--- src/hdl/ptavg_pkg.sv ---
`default_nettype none

package ptavg_pkg;

	localparam int TIME_W   = 32;
	localparam int STEP_W   = 11;
	localparam int COEF_W   = 16;
	localparam int DEG_W    = 3;
	localparam int NUM_COEF = 6;
	localparam int ACC_W    = 48;
	localparam int SUM_W    = 64;
	localparam int DEN_W    = STEP_W + 1;
	localparam int DIV_W    = 64;
	localparam int DCNT_W   = $clog2(DIV_W);
	localparam int ADDR_W   = 3;
	localparam int DATA_W   = 16;
	localparam int STAT_W   = 2;
	localparam int WIDE_W   = 80;

	localparam logic [ACC_W-1:0] OUT_MAX = 48'h7FFF_FFFF_FFFF;
	localparam logic [ACC_W-1:0] OUT_MIN = 48'h8000_0000_0000;
	localparam logic signed [SUM_W-1:0] SUM_LIM = 64'sh4000_0000_0000_0000;
	localparam logic signed [SUM_W-1:0] SUM_MIN = 64'shC000_0000_0000_0000;

	// register map
	localparam logic [ADDR_W-1:0] REG_DEGREE     = 3'd0;
	localparam logic [ADDR_W-1:0] REG_COEF_FIRST = 3'd1;
	localparam logic [ADDR_W-1:0] REG_COEF_LAST  = 3'd6;

	typedef enum logic [STAT_W-1:0] {
		ST_OK         = 2'd0,
		ST_ZERO_LEN   = 2'd1,
		ST_ZERO_STEPS = 2'd2,
		ST_SAT        = 2'd3
	} status_t;

	typedef enum logic [9:0] {
		S_IDLE  = 10'b00_0000_0001,
		S_DIVH  = 10'b00_0000_0010,
		S_POINT = 10'b00_0000_0100,
		S_MLO   = 10'b00_0000_1000,
		S_MHI   = 10'b00_0001_0000,
		S_SCALE = 10'b00_0010_0000,
		S_ADDC  = 10'b00_0100_0000,
		S_SUM   = 10'b00_1000_0000,
		S_DIVM  = 10'b01_0000_0000,
		S_DONE  = 10'b10_0000_0000
	} state_t;

endpackage

`default_nettype wire

--- src/hdl/ptavg_if.sv ---
`default_nettype none

interface ptavg_job_if;
	logic                                  valid;
	logic                                  ready;
	logic signed [ptavg_pkg::TIME_W-1:0]   t_start;
	logic signed [ptavg_pkg::TIME_W-1:0]   t_end;
	logic        [ptavg_pkg::STEP_W-1:0]   step_count;

	modport source (output valid, output t_start, output t_end, output step_count,
		input ready);
	modport sink (input valid, input t_start, input t_end, input step_count,
		output ready);
endinterface

interface ptavg_res_if;
	logic                                  valid;
	logic                                  ready;
	logic signed [ptavg_pkg::ACC_W-1:0]    avg_velocity;
	logic        [ptavg_pkg::STAT_W-1:0]   status;

	modport source (output valid, output avg_velocity, output status, input ready);
	modport sink (input valid, input avg_velocity, input status, output ready);
endinterface

interface ptavg_cfg_if;
	logic                                  valid;
	logic                                  ready;
	logic [ptavg_pkg::ADDR_W-1:0]          addr;
	logic [ptavg_pkg::DATA_W-1:0]          data;

	modport source (output valid, output addr, output data, input ready);
	modport sink (input valid, input addr, input data, output ready);
endinterface

`default_nettype wire

--- src/hdl/polynomial_trapezoid_average.sv ---
// Trapezoid-rule mean of a configured polynomial (degree up to 5, Q16.16 time).
// cfg: register writes (addr 0 degree, 1..6 coef_0..coef_5), always ready;
//   write only while no job is in flight. Unknown addresses are dropped.
// job: one transaction per job carrying t_start, t_end and step_count.
//   job.ready is high only while the sequencer is idle.
// res: one transaction per job with avg_velocity (Q32.16) and status.
// A job divides for the step, evaluates the polynomial at n+1 points (n the
// clamped step count) by Horner's rule up to the clamped degree d, and
// divides for the mean. The single 32x32 multiplier gives two partial
// products per Horner step, then scale and coefficient add; the radix-2
// divider is shared by the step and the final mean. Error jobs go straight to done.
// The result sits in an output register, so the next job is taken while it
// waits; a stalled receiver only holds the finished job in its last state.
// Reset clears the configuration registers to zero, empties the output and idles the block.
`default_nettype none

module polynomial_trapezoid_average #(
	parameter int MAX_DEGREE = 5,
	parameter int MAX_STEPS  = 1024,
	parameter int FRAC_BITS  = 16
) (
	input  wire logic   clk,
	input  wire logic   arst_n,
	ptavg_cfg_if.sink   cfg,
	ptavg_job_if.sink   job,
	ptavg_res_if.source res
);

	localparam int ACC_W  = ptavg_pkg::ACC_W;
	localparam int COEF_W = ptavg_pkg::COEF_W;
	localparam int STEP_W = ptavg_pkg::STEP_W;
	localparam int DEG_W  = ptavg_pkg::DEG_W;
	localparam int DEN_W  = ptavg_pkg::DEN_W;
	localparam int DIV_W  = ptavg_pkg::DIV_W;
	localparam int SUM_W  = ptavg_pkg::SUM_W;
	localparam int WIDE_W = ptavg_pkg::WIDE_W;
	localparam int DEG_LIM = (MAX_DEGREE < ptavg_pkg::NUM_COEF - 1) ?
		MAX_DEGREE : ptavg_pkg::NUM_COEF - 1;
	localparam int MAG_W  = 79 - FRAC_BITS;
	localparam int STEP_MAXV = (1 << STEP_W) - 1;
	localparam logic [STEP_W-1:0] N_MAX = (MAX_STEPS > STEP_MAXV) ?
		STEP_W'(STEP_MAXV) : STEP_W'(MAX_STEPS);

	function automatic logic [ACC_W:0] sat48(input logic [WIDE_W-1:0] mag, input logic neg);
		logic [ACC_W:0] r;
		if (neg) begin
			if (mag > WIDE_W'(ptavg_pkg::OUT_MIN))
				r = {1'b1, ptavg_pkg::OUT_MIN};
			else
				r = {1'b0, ~mag[ACC_W-1:0] + ACC_W'(1)};
		end else begin
			if (mag > WIDE_W'(ptavg_pkg::OUT_MAX))
				r = {1'b1, ptavg_pkg::OUT_MAX};
			else
				r = {1'b0, mag[ACC_W-1:0]};
		end
		return r;
	endfunction

	ptavg_pkg::state_t state_q;

	logic [DEG_W-1:0]            poly_deg_q;
	logic [COEF_W-1:0]           coef_q [ptavg_pkg::NUM_COEF];

	logic [DIV_W-1:0]            num_q;
	logic [DEN_W-1:0]            rem_q;
	logic [DEN_W-1:0]            den_q;
	logic [ptavg_pkg::DCNT_W-1:0] dcnt_q;
	logic                        dneg_q;

	logic [ptavg_pkg::TIME_W-1:0] x_q;
	logic [ptavg_pkg::TIME_W:0]  h_q;
	logic [STEP_W-1:0]           n_q;
	logic [STEP_W-1:0]           i_q;
	logic [DEG_W-1:0]            deg_q;
	logic [DEG_W-1:0]            k_q;
	logic [ACC_W-1:0]            acc_q;
	logic [63:0]                 plo_q;
	logic [ACC_W-1:0]            phi_q;
	logic signed [SUM_W-1:0]     sum_q;
	logic                        ov_q;

	logic [ACC_W-1:0]            fin_avg_q;
	logic [ptavg_pkg::STAT_W-1:0] fin_status_q;
	logic                        res_valid_q;
	logic [ACC_W-1:0]            res_avg_q;
	logic [ptavg_pkg::STAT_W-1:0] res_status_q;

	logic [ptavg_pkg::TIME_W:0]  diff_w;
	logic [ptavg_pkg::TIME_W:0]  diff_mag_w;
	logic [STEP_W-1:0]           n_w;
	logic [DEG_W-1:0]            deg_w;
	logic [DEN_W:0]              rtry_w;
	logic                        dge_w;
	logic [DEN_W-1:0]            rem_nx_w;
	logic [DIV_W-1:0]            num_nx_w;
	logic                        dlast_w;
	logic [DEG_W-1:0]            coef_idx_w;
	logic [COEF_W-1:0]           coef_rd_w;
	logic [ACC_W-1:0]            coef_scl_w;
	logic [ACC_W-1:0]            acc_mag_w;
	logic [ptavg_pkg::TIME_W-1:0] x_mag_w;
	logic [31:0]                 mul_a_w;
	logic [63:0]                 prod_w;
	logic [MAG_W-1:0]            mag_w;
	logic [ACC_W:0]              scl_w;
	logic [ACC_W:0]              addc_w;
	logic [SUM_W-1:0]            addend_w;
	logic signed [SUM_W-1:0]     sum_w;
	logic signed [SUM_W-1:0]     sum_c_w;
	logic                        sum_ov_w;
	logic [SUM_W-1:0]            sum_mag_w;
	logic [ACC_W:0]              mean_w;
	logic [ptavg_pkg::TIME_W:0]  x_nx_w;
	logic                        res_load_w;

	assign cfg.ready = 1'b1;
	assign job.ready = (state_q == ptavg_pkg::S_IDLE);
	assign res.valid = res_valid_q;
	assign res.avg_velocity = res_avg_q;
	assign res.status = res_status_q;

	// job set-up
	assign diff_w = {job.t_end[ptavg_pkg::TIME_W-1], job.t_end}
		- {job.t_start[ptavg_pkg::TIME_W-1], job.t_start};
	assign diff_mag_w = diff_w[ptavg_pkg::TIME_W] ? (~diff_w + 1'b1) : diff_w;
	assign n_w = (job.step_count > N_MAX) ? N_MAX : job.step_count;
	assign deg_w = (32'(poly_deg_q) > DEG_LIM) ? DEG_W'(DEG_LIM) : poly_deg_q;

	// shared radix-2 restoring divider
	assign rtry_w   = {rem_q, num_q[DIV_W-1]};
	assign dge_w    = rtry_w >= {1'b0, den_q};
	assign rem_nx_w = dge_w ? DEN_W'(rtry_w - {1'b0, den_q}) : rtry_w[DEN_W-1:0];
	assign num_nx_w = {num_q[DIV_W-2:0], dge_w};
	assign dlast_w  = (dcnt_q == '1);

	// coefficient read, one port
	assign coef_idx_w = (state_q == ptavg_pkg::S_POINT) ? deg_q : k_q - 1'b1;
	assign coef_rd_w = (32'(coef_idx_w) < ptavg_pkg::NUM_COEF) ? coef_q[coef_idx_w] : '0;
	assign coef_scl_w = {{(ACC_W-COEF_W){coef_rd_w[COEF_W-1]}}, coef_rd_w} << FRAC_BITS;

	// shared multiplier: low then high partial product of |acc| * |x|
	assign acc_mag_w = acc_q[ACC_W-1] ? (~acc_q + 1'b1) : acc_q;
	assign x_mag_w = x_q[ptavg_pkg::TIME_W-1] ? (~x_q + 1'b1) : x_q;
	assign mul_a_w = (state_q == ptavg_pkg::S_MLO) ? acc_mag_w[31:0]
		: {{(64-ACC_W){1'b0}}, acc_mag_w[ACC_W-1:32]};
	assign prod_w = 64'(mul_a_w) * 64'(x_mag_w);

	assign mag_w = (MAG_W'(phi_q) << (32 - FRAC_BITS)) + MAG_W'(plo_q >> FRAC_BITS);
	assign scl_w = sat48(WIDE_W'(mag_w), acc_q[ACC_W-1] ^ x_q[ptavg_pkg::TIME_W-1]);

	assign addc_w = {acc_q[ACC_W-1], acc_q} + {coef_scl_w[ACC_W-1], coef_scl_w};

	// end points weigh 1, inner points 2
	assign addend_w = ((i_q != '0) && (i_q != n_q))
		? {{(SUM_W-ACC_W-1){acc_q[ACC_W-1]}}, acc_q, 1'b0}
		: {{(SUM_W-ACC_W){acc_q[ACC_W-1]}}, acc_q};
	assign sum_w = sum_q + $signed(addend_w);
	always_comb begin
		sum_ov_w = 1'b0;
		sum_c_w = sum_w;
		if (sum_w > ptavg_pkg::SUM_LIM) begin
			sum_ov_w = 1'b1;
			sum_c_w = ptavg_pkg::SUM_LIM;
		end else if (sum_w < ptavg_pkg::SUM_MIN) begin
			sum_ov_w = 1'b1;
			sum_c_w = ptavg_pkg::SUM_MIN;
		end
	end
	assign sum_mag_w = sum_c_w[SUM_W-1] ? (~sum_c_w + 1'b1) : sum_c_w;

	assign mean_w = sat48(WIDE_W'(num_nx_w), dneg_q);
	assign x_nx_w = {x_q[ptavg_pkg::TIME_W-1], x_q} + h_q;
	assign res_load_w = (state_q == ptavg_pkg::S_DONE) && (!res_valid_q || res.ready);

	// configuration registers
	always_ff @(posedge clk or negedge arst_n) begin
		if (!arst_n) begin
			poly_deg_q <= '0;
			for (int c = 0; c < ptavg_pkg::NUM_COEF; c++)
				coef_q[c] <= '0;
		end else if (cfg.valid) begin
			if (cfg.addr == ptavg_pkg::REG_DEGREE) begin
				poly_deg_q <= cfg.data[DEG_W-1:0];
			end else if (cfg.addr >= ptavg_pkg::REG_COEF_FIRST
					&& cfg.addr <= ptavg_pkg::REG_COEF_LAST) begin
				coef_q[cfg.addr - ptavg_pkg::REG_COEF_FIRST] <= cfg.data;
			end
		end
	end

	// output register
	always_ff @(posedge clk or negedge arst_n) begin
		if (!arst_n) begin
			res_valid_q <= 1'b0;
		end else if (res_load_w) begin
			res_valid_q <= 1'b1;
		end else if (res.ready) begin
			res_valid_q <= 1'b0;
		end
	end

	always_ff @(posedge clk) begin
		if (res_load_w) begin
			res_avg_q <= fin_avg_q;
			res_status_q <= fin_status_q;
		end
	end

	// sequencer
	always_ff @(posedge clk or negedge arst_n) begin
		if (!arst_n) begin
			state_q <= ptavg_pkg::S_IDLE;
		end else begin
			unique case (state_q)
				ptavg_pkg::S_IDLE: begin
					if (job.valid) begin
						if (diff_w == '0 || n_w == '0)
							state_q <= ptavg_pkg::S_DONE;
						else
							state_q <= ptavg_pkg::S_DIVH;
					end
				end
				ptavg_pkg::S_DIVH: begin
					if (dlast_w)
						state_q <= ptavg_pkg::S_POINT;
				end
				ptavg_pkg::S_POINT: begin
					if (deg_q == '0)
						state_q <= ptavg_pkg::S_SUM;
					else
						state_q <= ptavg_pkg::S_MLO;
				end
				ptavg_pkg::S_MLO:   state_q <= ptavg_pkg::S_MHI;
				ptavg_pkg::S_MHI:   state_q <= ptavg_pkg::S_SCALE;
				ptavg_pkg::S_SCALE: state_q <= ptavg_pkg::S_ADDC;
				ptavg_pkg::S_ADDC: begin
					if (k_q == DEG_W'(1))
						state_q <= ptavg_pkg::S_SUM;
					else
						state_q <= ptavg_pkg::S_MLO;
				end
				ptavg_pkg::S_SUM: begin
					if (i_q == n_q)
						state_q <= ptavg_pkg::S_DIVM;
					else
						state_q <= ptavg_pkg::S_POINT;
				end
				ptavg_pkg::S_DIVM: begin
					if (dlast_w)
						state_q <= ptavg_pkg::S_DONE;
				end
				ptavg_pkg::S_DONE: begin
					if (res_load_w)
						state_q <= ptavg_pkg::S_IDLE;
				end
				default: state_q <= ptavg_pkg::S_IDLE;
			endcase
		end
	end

	// datapath
	always_ff @(posedge clk) begin
		unique case (state_q)
			ptavg_pkg::S_IDLE: begin
				x_q <= job.t_start;
				n_q <= n_w;
				deg_q <= deg_w;
				i_q <= '0;
				sum_q <= '0;
				ov_q <= 1'b0;
				num_q <= DIV_W'(diff_mag_w);
				den_q <= {1'b0, n_w};
				rem_q <= '0;
				dcnt_q <= '0;
				dneg_q <= diff_w[ptavg_pkg::TIME_W];
				fin_avg_q <= '0;
				if (diff_w == '0)
					fin_status_q <= ptavg_pkg::ST_ZERO_LEN;
				else
					fin_status_q <= ptavg_pkg::ST_ZERO_STEPS;
			end
			ptavg_pkg::S_DIVH: begin
				num_q <= num_nx_w;
				rem_q <= rem_nx_w;
				dcnt_q <= dcnt_q + 1'b1;
				if (dlast_w)
					h_q <= dneg_q ? (~num_nx_w[ptavg_pkg::TIME_W:0] + 1'b1)
						: num_nx_w[ptavg_pkg::TIME_W:0];
			end
			ptavg_pkg::S_POINT: begin
				acc_q <= coef_scl_w;
				k_q <= deg_q;
			end
			ptavg_pkg::S_MLO: plo_q <= prod_w;
			ptavg_pkg::S_MHI: phi_q <= prod_w[ACC_W-1:0];
			ptavg_pkg::S_SCALE: begin
				acc_q <= scl_w[ACC_W-1:0];
				if (scl_w[ACC_W])
					ov_q <= 1'b1;
			end
			ptavg_pkg::S_ADDC: begin
				k_q <= k_q - 1'b1;
				if (addc_w[ACC_W] != addc_w[ACC_W-1]) begin
					ov_q <= 1'b1;
					acc_q <= addc_w[ACC_W] ? ptavg_pkg::OUT_MIN : ptavg_pkg::OUT_MAX;
				end else begin
					acc_q <= addc_w[ACC_W-1:0];
				end
			end
			ptavg_pkg::S_SUM: begin
				sum_q <= sum_c_w;
				if (sum_ov_w)
					ov_q <= 1'b1;
				i_q <= i_q + 1'b1;
				x_q <= x_nx_w[ptavg_pkg::TIME_W-1:0];
				// last point: start the mean division
				num_q <= sum_mag_w;
				den_q <= {n_q, 1'b0};
				rem_q <= '0;
				dcnt_q <= '0;
				dneg_q <= sum_c_w[SUM_W-1];
			end
			ptavg_pkg::S_DIVM: begin
				num_q <= num_nx_w;
				rem_q <= rem_nx_w;
				dcnt_q <= dcnt_q + 1'b1;
				if (dlast_w) begin
					fin_avg_q <= mean_w[ACC_W-1:0];
					fin_status_q <= (ov_q || mean_w[ACC_W])
						? ptavg_pkg::ST_SAT : ptavg_pkg::ST_OK;
				end
			end
			ptavg_pkg::S_DONE: begin
			end
			default: begin
			end
		endcase
	end

endmodule

`default_nettype wire

--- src/flat_wrapper.sv ---
// flat-port wrapper written by rule: the top's interface ports become plain ports
module polynomial_trapezoid_average_flat 
#(
	parameter int MAX_DEGREE = 5,
	parameter int MAX_STEPS  = 1024,
	parameter int FRAC_BITS  = 16
)
  (clk, arst_n, cfg_valid, cfg_addr, cfg_data, cfg_ready, job_valid, job_t_start, job_t_end, job_step_count, job_ready, res_valid, res_avg_velocity, res_status, res_ready);
  ptavg_cfg_if cfg_i ();
  ptavg_job_if job_i ();
  ptavg_res_if res_i ();
  input  wire logic clk;
  input  wire logic arst_n;
  input wire logic [$bits(cfg_i.valid)-1:0] cfg_valid;
  input wire logic [$bits(cfg_i.addr)-1:0] cfg_addr;
  input wire logic [$bits(cfg_i.data)-1:0] cfg_data;
  output wire logic [$bits(cfg_i.ready)-1:0] cfg_ready;
  input wire logic [$bits(job_i.valid)-1:0] job_valid;
  input wire logic [$bits(job_i.t_start)-1:0] job_t_start;
  input wire logic [$bits(job_i.t_end)-1:0] job_t_end;
  input wire logic [$bits(job_i.step_count)-1:0] job_step_count;
  output wire logic [$bits(job_i.ready)-1:0] job_ready;
  output wire logic [$bits(res_i.valid)-1:0] res_valid;
  output wire logic [$bits(res_i.avg_velocity)-1:0] res_avg_velocity;
  output wire logic [$bits(res_i.status)-1:0] res_status;
  input wire logic [$bits(res_i.ready)-1:0] res_ready;
  assign cfg_i.valid = cfg_valid;
  assign cfg_i.addr = cfg_addr;
  assign cfg_i.data = cfg_data;
  assign cfg_ready = cfg_i.ready;
  assign job_i.valid = job_valid;
  assign job_i.t_start = job_t_start;
  assign job_i.t_end = job_t_end;
  assign job_i.step_count = job_step_count;
  assign job_ready = job_i.ready;
  assign res_valid = res_i.valid;
  assign res_avg_velocity = res_i.avg_velocity;
  assign res_status = res_i.status;
  assign res_i.ready = res_ready;
  polynomial_trapezoid_average #(.MAX_DEGREE(MAX_DEGREE), .MAX_STEPS(MAX_STEPS), .FRAC_BITS(FRAC_BITS)) u_core (.clk(clk), .arst_n(arst_n), .cfg(cfg_i), .job(job_i), .res(res_i));
endmodule
--- config.mk ---
export PLATFORM = sky130hd
export DESIGN_NAME = polynomial_trapezoid_average_flat
export DESIGN_NICKNAME = d
export VERILOG_FILES = /design/src/hdl/ptavg_pkg.sv /design/src/hdl/ptavg_if.sv /design/src/hdl/polynomial_trapezoid_average.sv /design/src/flat_wrapper.sv
export SDC_FILE = /design/constraint.sdc
export NUM_CORES = 2
export LEC_CHECK = 0
export BUFFER_PORTS_ARGS = -buffer_cell sky130_fd_sc_hd__buf_2
export CORE_MARGIN = 2
export CORE_UTILIZATION = 55
export CTS_BUF_LIST = sky130_fd_sc_hd__clkbuf_16
export DETAILED_ROUTE_END_ITERATION = 10
export PLACE_DENSITY = 0.71
export SYNTH_ARGS = -nofsm -noshare
export SYNTH_HDL_FRONTEND = slang
export SYNTH_SLANG_ARGS = --single-unit
--- constraint.sdc ---
create_clock -name clk -period 13 [get_ports clk]
set_input_delay 0.65 -clock clk [delete_from_list [all_inputs] [get_ports clk]]
set_output_delay 0.65 -clock clk [all_outputs]
set_load 0.005 [all_outputs]
**Yosys cells after proc, flatten, opt, wreduce, memory -nomap -nowiden**

Index checks and enable logic that the tools add are counted.

- Input port bits: 99
- Output and inout bits: 53
- Logic and storage cells: 184
- Flip-flop bits (word level): 621

- Magnitude comparators: 15
- Bitwise logic cells: 11
- Add/sub/neg operators: 17
- Multipliers: 1
- Multiplexer cells: 60
- Reductions and logical operators: 29
- Equal/unequal tests: 22

Operators by type and width:

| cell | count |
|---|---|
| two-way mux 49 bit | 6 |
| two-way mux 48 bit | 5 |
| two-way mux 64 bit | 3 |
| case mux 64 bit (3 select lines) | 1 |
| adder 48 x 1 -> 48 bit (second input constant) | 3 |
| inverter 48 bit | 3 |
| case mux 48 bit (3 select lines) | 1 |
| case mux 64 bit (2 select lines) | 1 |
| case mux 10 bit (10 select lines) | 1 |
| bitwise mux 96 bit | 1 |
| two-way mux 32 bit | 3 |
| case mux 48 bit (2 select lines) | 1 |
| adder 32 x 1 -> 32 bit (second input constant) | 2 |
| adder 64 x 1 -> 64 bit (second input constant) | 1 |
| adder 64 x 49 -> 64 bit | 1 |
| greater-than comparator 64 x 47 -> 1 bit (second input constant) | 1 |
| greater-than comparator 64 x 48 -> 1 bit (second input constant) | 1 |
| greater-than comparator 64 bit (second input constant) | 1 |
| less-than comparator 64 x 63 -> 1 bit (second input constant) | 1 |
| multiplier 32 x 32 -> 64 bit | 1 |
| two-way mux 16 bit | 4 |
| inverter 32 bit | 2 |
| inverter 64 bit | 1 |
| case mux 32 bit (2 select lines) | 1 |
| 72 further kinds | 109 |

**Longest topological paths before layout**

- Depth after elaboration: 11
- Depth in mapped cells: 46

**Least setup slack after synthesis**

No wires, ideal clock.

- Kind: reg-to-reg
- Start: register u_core.acc_q[9]
- End: register u_core.plo_q[56], data pin
- Data arrival time: 10948 ps
- Cell stages (with the launch flop): 43
- Library setup time: 265 ps
- Setup slack: 1787 ps
- Buffers on the path: 1
- Cells stage by stage: edfxtp_1 -> or3_1 -> or3_1 -> nor2_1 -> nand4_1 -> or2_1 -> inv_1 -> nand3_1 -> nor4_1 -> o21ai_0 -> a2111oi_0 -> clkbuf_1 -> nand2_1 -> fa_1 -> inv_1 -> fa_1 -> fa_1 -> inv_1 -> [... 7 more ...] -> inv_1 -> fa_1 -> inv_1 -> ha_1 -> a21oi_1 -> o21bai_1 -> a21o_1 -> a221o_1 -> a31o_2 -> o211ai_1 -> a21oi_1 -> and2_1 -> o21ai_0 -> nand2b_1 -> a31o_2 -> a41oi_1 -> o21ai_0 -> xor2_1

- Cells in the longest elaborated chain, start to end: 5

RTL lines:

| item | line | RTL |
|---|---|---|
| from (decl) | polynomial_trapezoid_average.sv:77 | `logic [ACC_W-1:0] acc_q;` |
| from (signal assigned) | polynomial_trapezoid_average.sv:292 | `acc_q <= coef_scl_w;` |
| from (signal assigned) | polynomial_trapezoid_average.sv:298 | `acc_q <= scl_w[ACC_W-1:0];` |
| from (signal assigned) | polynomial_trapezoid_average.sv:306 | `acc_q <= addc_w[ACC_W] ? ptavg_pkg::OUT_MIN : ptavg_pkg::OUT_MAX;` |
| inverter 48 bit | polynomial_trapezoid_average.sv:143 | `assign acc_mag_w = acc_q[ACC_W-1] ? (~acc_q + 1'b1) : acc_q;` |
| adder 48 x 1 -> 48 bit | polynomial_trapezoid_average.sv:143 |  |
| two-way mux 48 bit (*) | polynomial_trapezoid_average.sv:143 |  |
| two-way mux 32 bit (*) | polynomial_trapezoid_average.sv:145 | `assign mul_a_w = (state_q == ptavg_pkg::S_MLO) ? acc_mag_w[31:0]` |
| multiplier 32 x 32 -> 64 bit (*) | polynomial_trapezoid_average.sv:147 | `assign prod_w = 64'(mul_a_w) * 64'(x_mag_w);` |
| net u_core.prod_w[56] | polynomial_trapezoid_average.sv:104 | `logic [63:0] prod_w;` |
| to (signal assigned) | polynomial_trapezoid_average.sv:295 | `ptavg_pkg::S_MLO: plo_q <= prod_w;` |
| to (decl) | polynomial_trapezoid_average.sv:78 | `logic [63:0] plo_q;` |

The timed path passes the listed nets; every way through them passes the cells marked *.
A chain may end at the register's enable or synchronous reset.

**Final worst setup path**

Same ends and word-level chain as after synthesis.

==> reports/qor.txt <==
wire per inst: 24.7 um
clock skew: 0.0492 ns
die area: 141000 um^2
H-Tree Depth: 3
antenna-violating nets left: 0
max-cap violation count: 0
Final WS setup: 0.702 ns
final net count: 9915
cts repair resizes: 0
detailed-route vias per instance: 6.24
Clock Tree Buf Depth: 3
final setup violation count: 0
routed vias: 64200
CP dominant cell by count: fa_1
CTS tree: built
pre-CTS setup slack: 0.851 ns
Rows: 136
Die X: 375 um
sequential area share after synthesis: 0.233
largest net degree at the start of global routing: 86
syn_area_per_cell: 9.00 um^2
area leader, netlist: fa_1
Clock Latency Late Sink: 0.68 ns
Startpoint Class: flip-flop
setup bufs post-CTS: 0
CTS Buf Count: 72
outcome: complete, no violations
PortBufs: 150
slew of the pin with the lowest slew margin: 1.27 ns
Clk pin slew, worst setup/hold paths: 0.06 ns
crit path capture type: flip-flop
final-report max-slew violation count: 0
Tmin final: 12.30 ns
I/O Pins: 152
prevailing post-synth register cell: edfxtp_1
DRT iter0 DRCs: 6770
top cells by area, synth: fa_1 24%, edfxtp_1 20%, ha_1 8.0%
first-pass GRT wire length: 389 mm
final worst path period share: 0.946
fill cell count: 12000
Pre-Repair DR Iteration Count: 6
gp weighted congestion: 1.03
clock sink total: 605
Mapped Nets: 9899
Post-Syn Instances: 8416
Syn-to-layout area delta: 7.40%
Synth top cells by count: 1089 x inv_1, 985 x nor2_1, 965 x nand2_1, 902 x fa_1, 495 x edfxtp_1
drt total wl: 254 mm
Initial Util: 0.552
asr flop ratio synth: 0.182
Synth top area share: 0.238
critical path fanouts, max: 16
max_slew headroom: 0.146
remaining global-route overflow: 0
WS Path Type: reg2reg
initial antenna violation count: 6
# diodes: 0
GRT Total Usage: 0.364
Req. time, crit path: 13.40 ns
#FFs+latches synth: 605
HP Class: in2reg
setup TNS: 0 ns
number of global-route vias before repair: 64300
count of different cell masters after synthesis: 107
final hold violation count: 0
# DRC: 0
final core occ: 0.593
RSZ-0062 raised after global routing: no
area of the core: 137000 um^2
fraction of layout cells with a size suffix above 1: 0.0874
Crit path arrival time: 12.69 ns
CP peak stage delay: 0.62 ns
post-synthesis cell area: 75800 um^2
Root Driver: clkbuf_16
Post-synth EDFFs: 495
YS warnings: 0
Die H: 375 um
critical path's slowest cell: fa_1
Detailed Place HPWL: 200 mm
Max Clk Rate: 81.3 MHz
count leader, synth: inv_1
-- routing by layer --
layer	up-vias	part of all wire	GRT usage
met1	31900	0.39	0.486
met5	-	0	0
met2	3396	0.44	0.559
met4	0	0.064	0.193
met3	731	0.10	0.0769
li1	28200	-	-
-- path summary, 6_finish.rpt --
path                                       from                          end  slack [ns]  cells after the start
max                             u_core.acc_q[9]             u_core.plo_q[56]        0.70                     41
min                                 cfg_data[6]            u_core.coef_q[86]        0.29                      2
max in group asynchronous                arst_n            u_core.state_q[4]       11.13                      3
min reg2reg                u_core.fin_avg_q[11]  u_core.res.avg_velocity[11]        0.42                      0
min in group asynchronous                arst_n            u_core.coef_q[40]        0.49                      2
max reg2reg                     u_core.acc_q[9]             u_core.plo_q[56]        0.70                     41
-- cell families after synthesis --
kind of cell	Yosys count	share of synthesized area
buf+inv	1485	0.0741
flops	605	0.233
xor+xnor	424	0.0490
other cells	1	0.0000495
fa+ha+maj	1384	0.318
simple gates	2808	0.167
mux	223	0.0324
compound gates	1486	0.127
-- metrics by stage --
stage               instances  instance area [um^2]  hold slack, ns
finish                  10300                 81400           0.290
global route            10300                 81400           0.283
CTS                     10300                 81400           0.254
detailed placement      10200                 79000           0.405
global placement        10200                 79000           0.405
floorplan                8416                 75800           0.354
-- state kept, by name, indices dropped and copies added (netlist names), 11 cells and up --
name and count:
u_core.den_q 12, u_core.coef_q 96, u_core.fin_avg_q 48, u_core.sum_q 64, u_core.acc_q 48, u_core.rem_q 12
u_core.plo_q 48, u_core.res.avg_velocity 48, u_core.num_q 64, u_core.h_q 32, u_core.phi_q 47, u_core.i_q 11
u_core.n_q 11, u_core.x_q 32
-- worst max-delay path: cells and delay by family (launching register included) --
kind	cells	cell delay, ns
fa+ha+maj	9	4.52
compound gates	15	3.30
simple gates	10	2.87
buf+inv	6	0.68
flops	1	0.48
xor+xnor	1	0.16
-- cells in the final DEF (no fill, tap or decap), drive strengths merged, types with 75 or more instances in the layout --
master  count
a21oi     341
nand2b     75
a21o      106
ha        482
o21ai     428
mux2      170
dfrtp     109
xor2      171
nand3     112
xnor2     253
edfxtp    495
nor3      143
inv      1106
buf       335
nand2     966
nor2      986
fa        902
-- area by class of cell --
type                            instances  area (um^2)  share of cell area
Multi-Input combinational cell       6326        52900               0.650
Sequential cell                       605        17600               0.217
Inverter                             1091         4100              0.0503
Tap cell                             1794         2240              0.0276
Timing Repair Buffer                  336         2170              0.0266
Clock buffer                           73         1830              0.0225
Clock inverter                         56          498             0.00612
-- what timing repair did --
item / in CTS / in global routing
hold endpoints to repair: 42 / 0
setup endpoints to repair: 0 / 0
hold buffers: 1 / 0
Power is not shown: default switching activity piles up to over one toggle a cycle in this logic, so the estimate is an artifact.
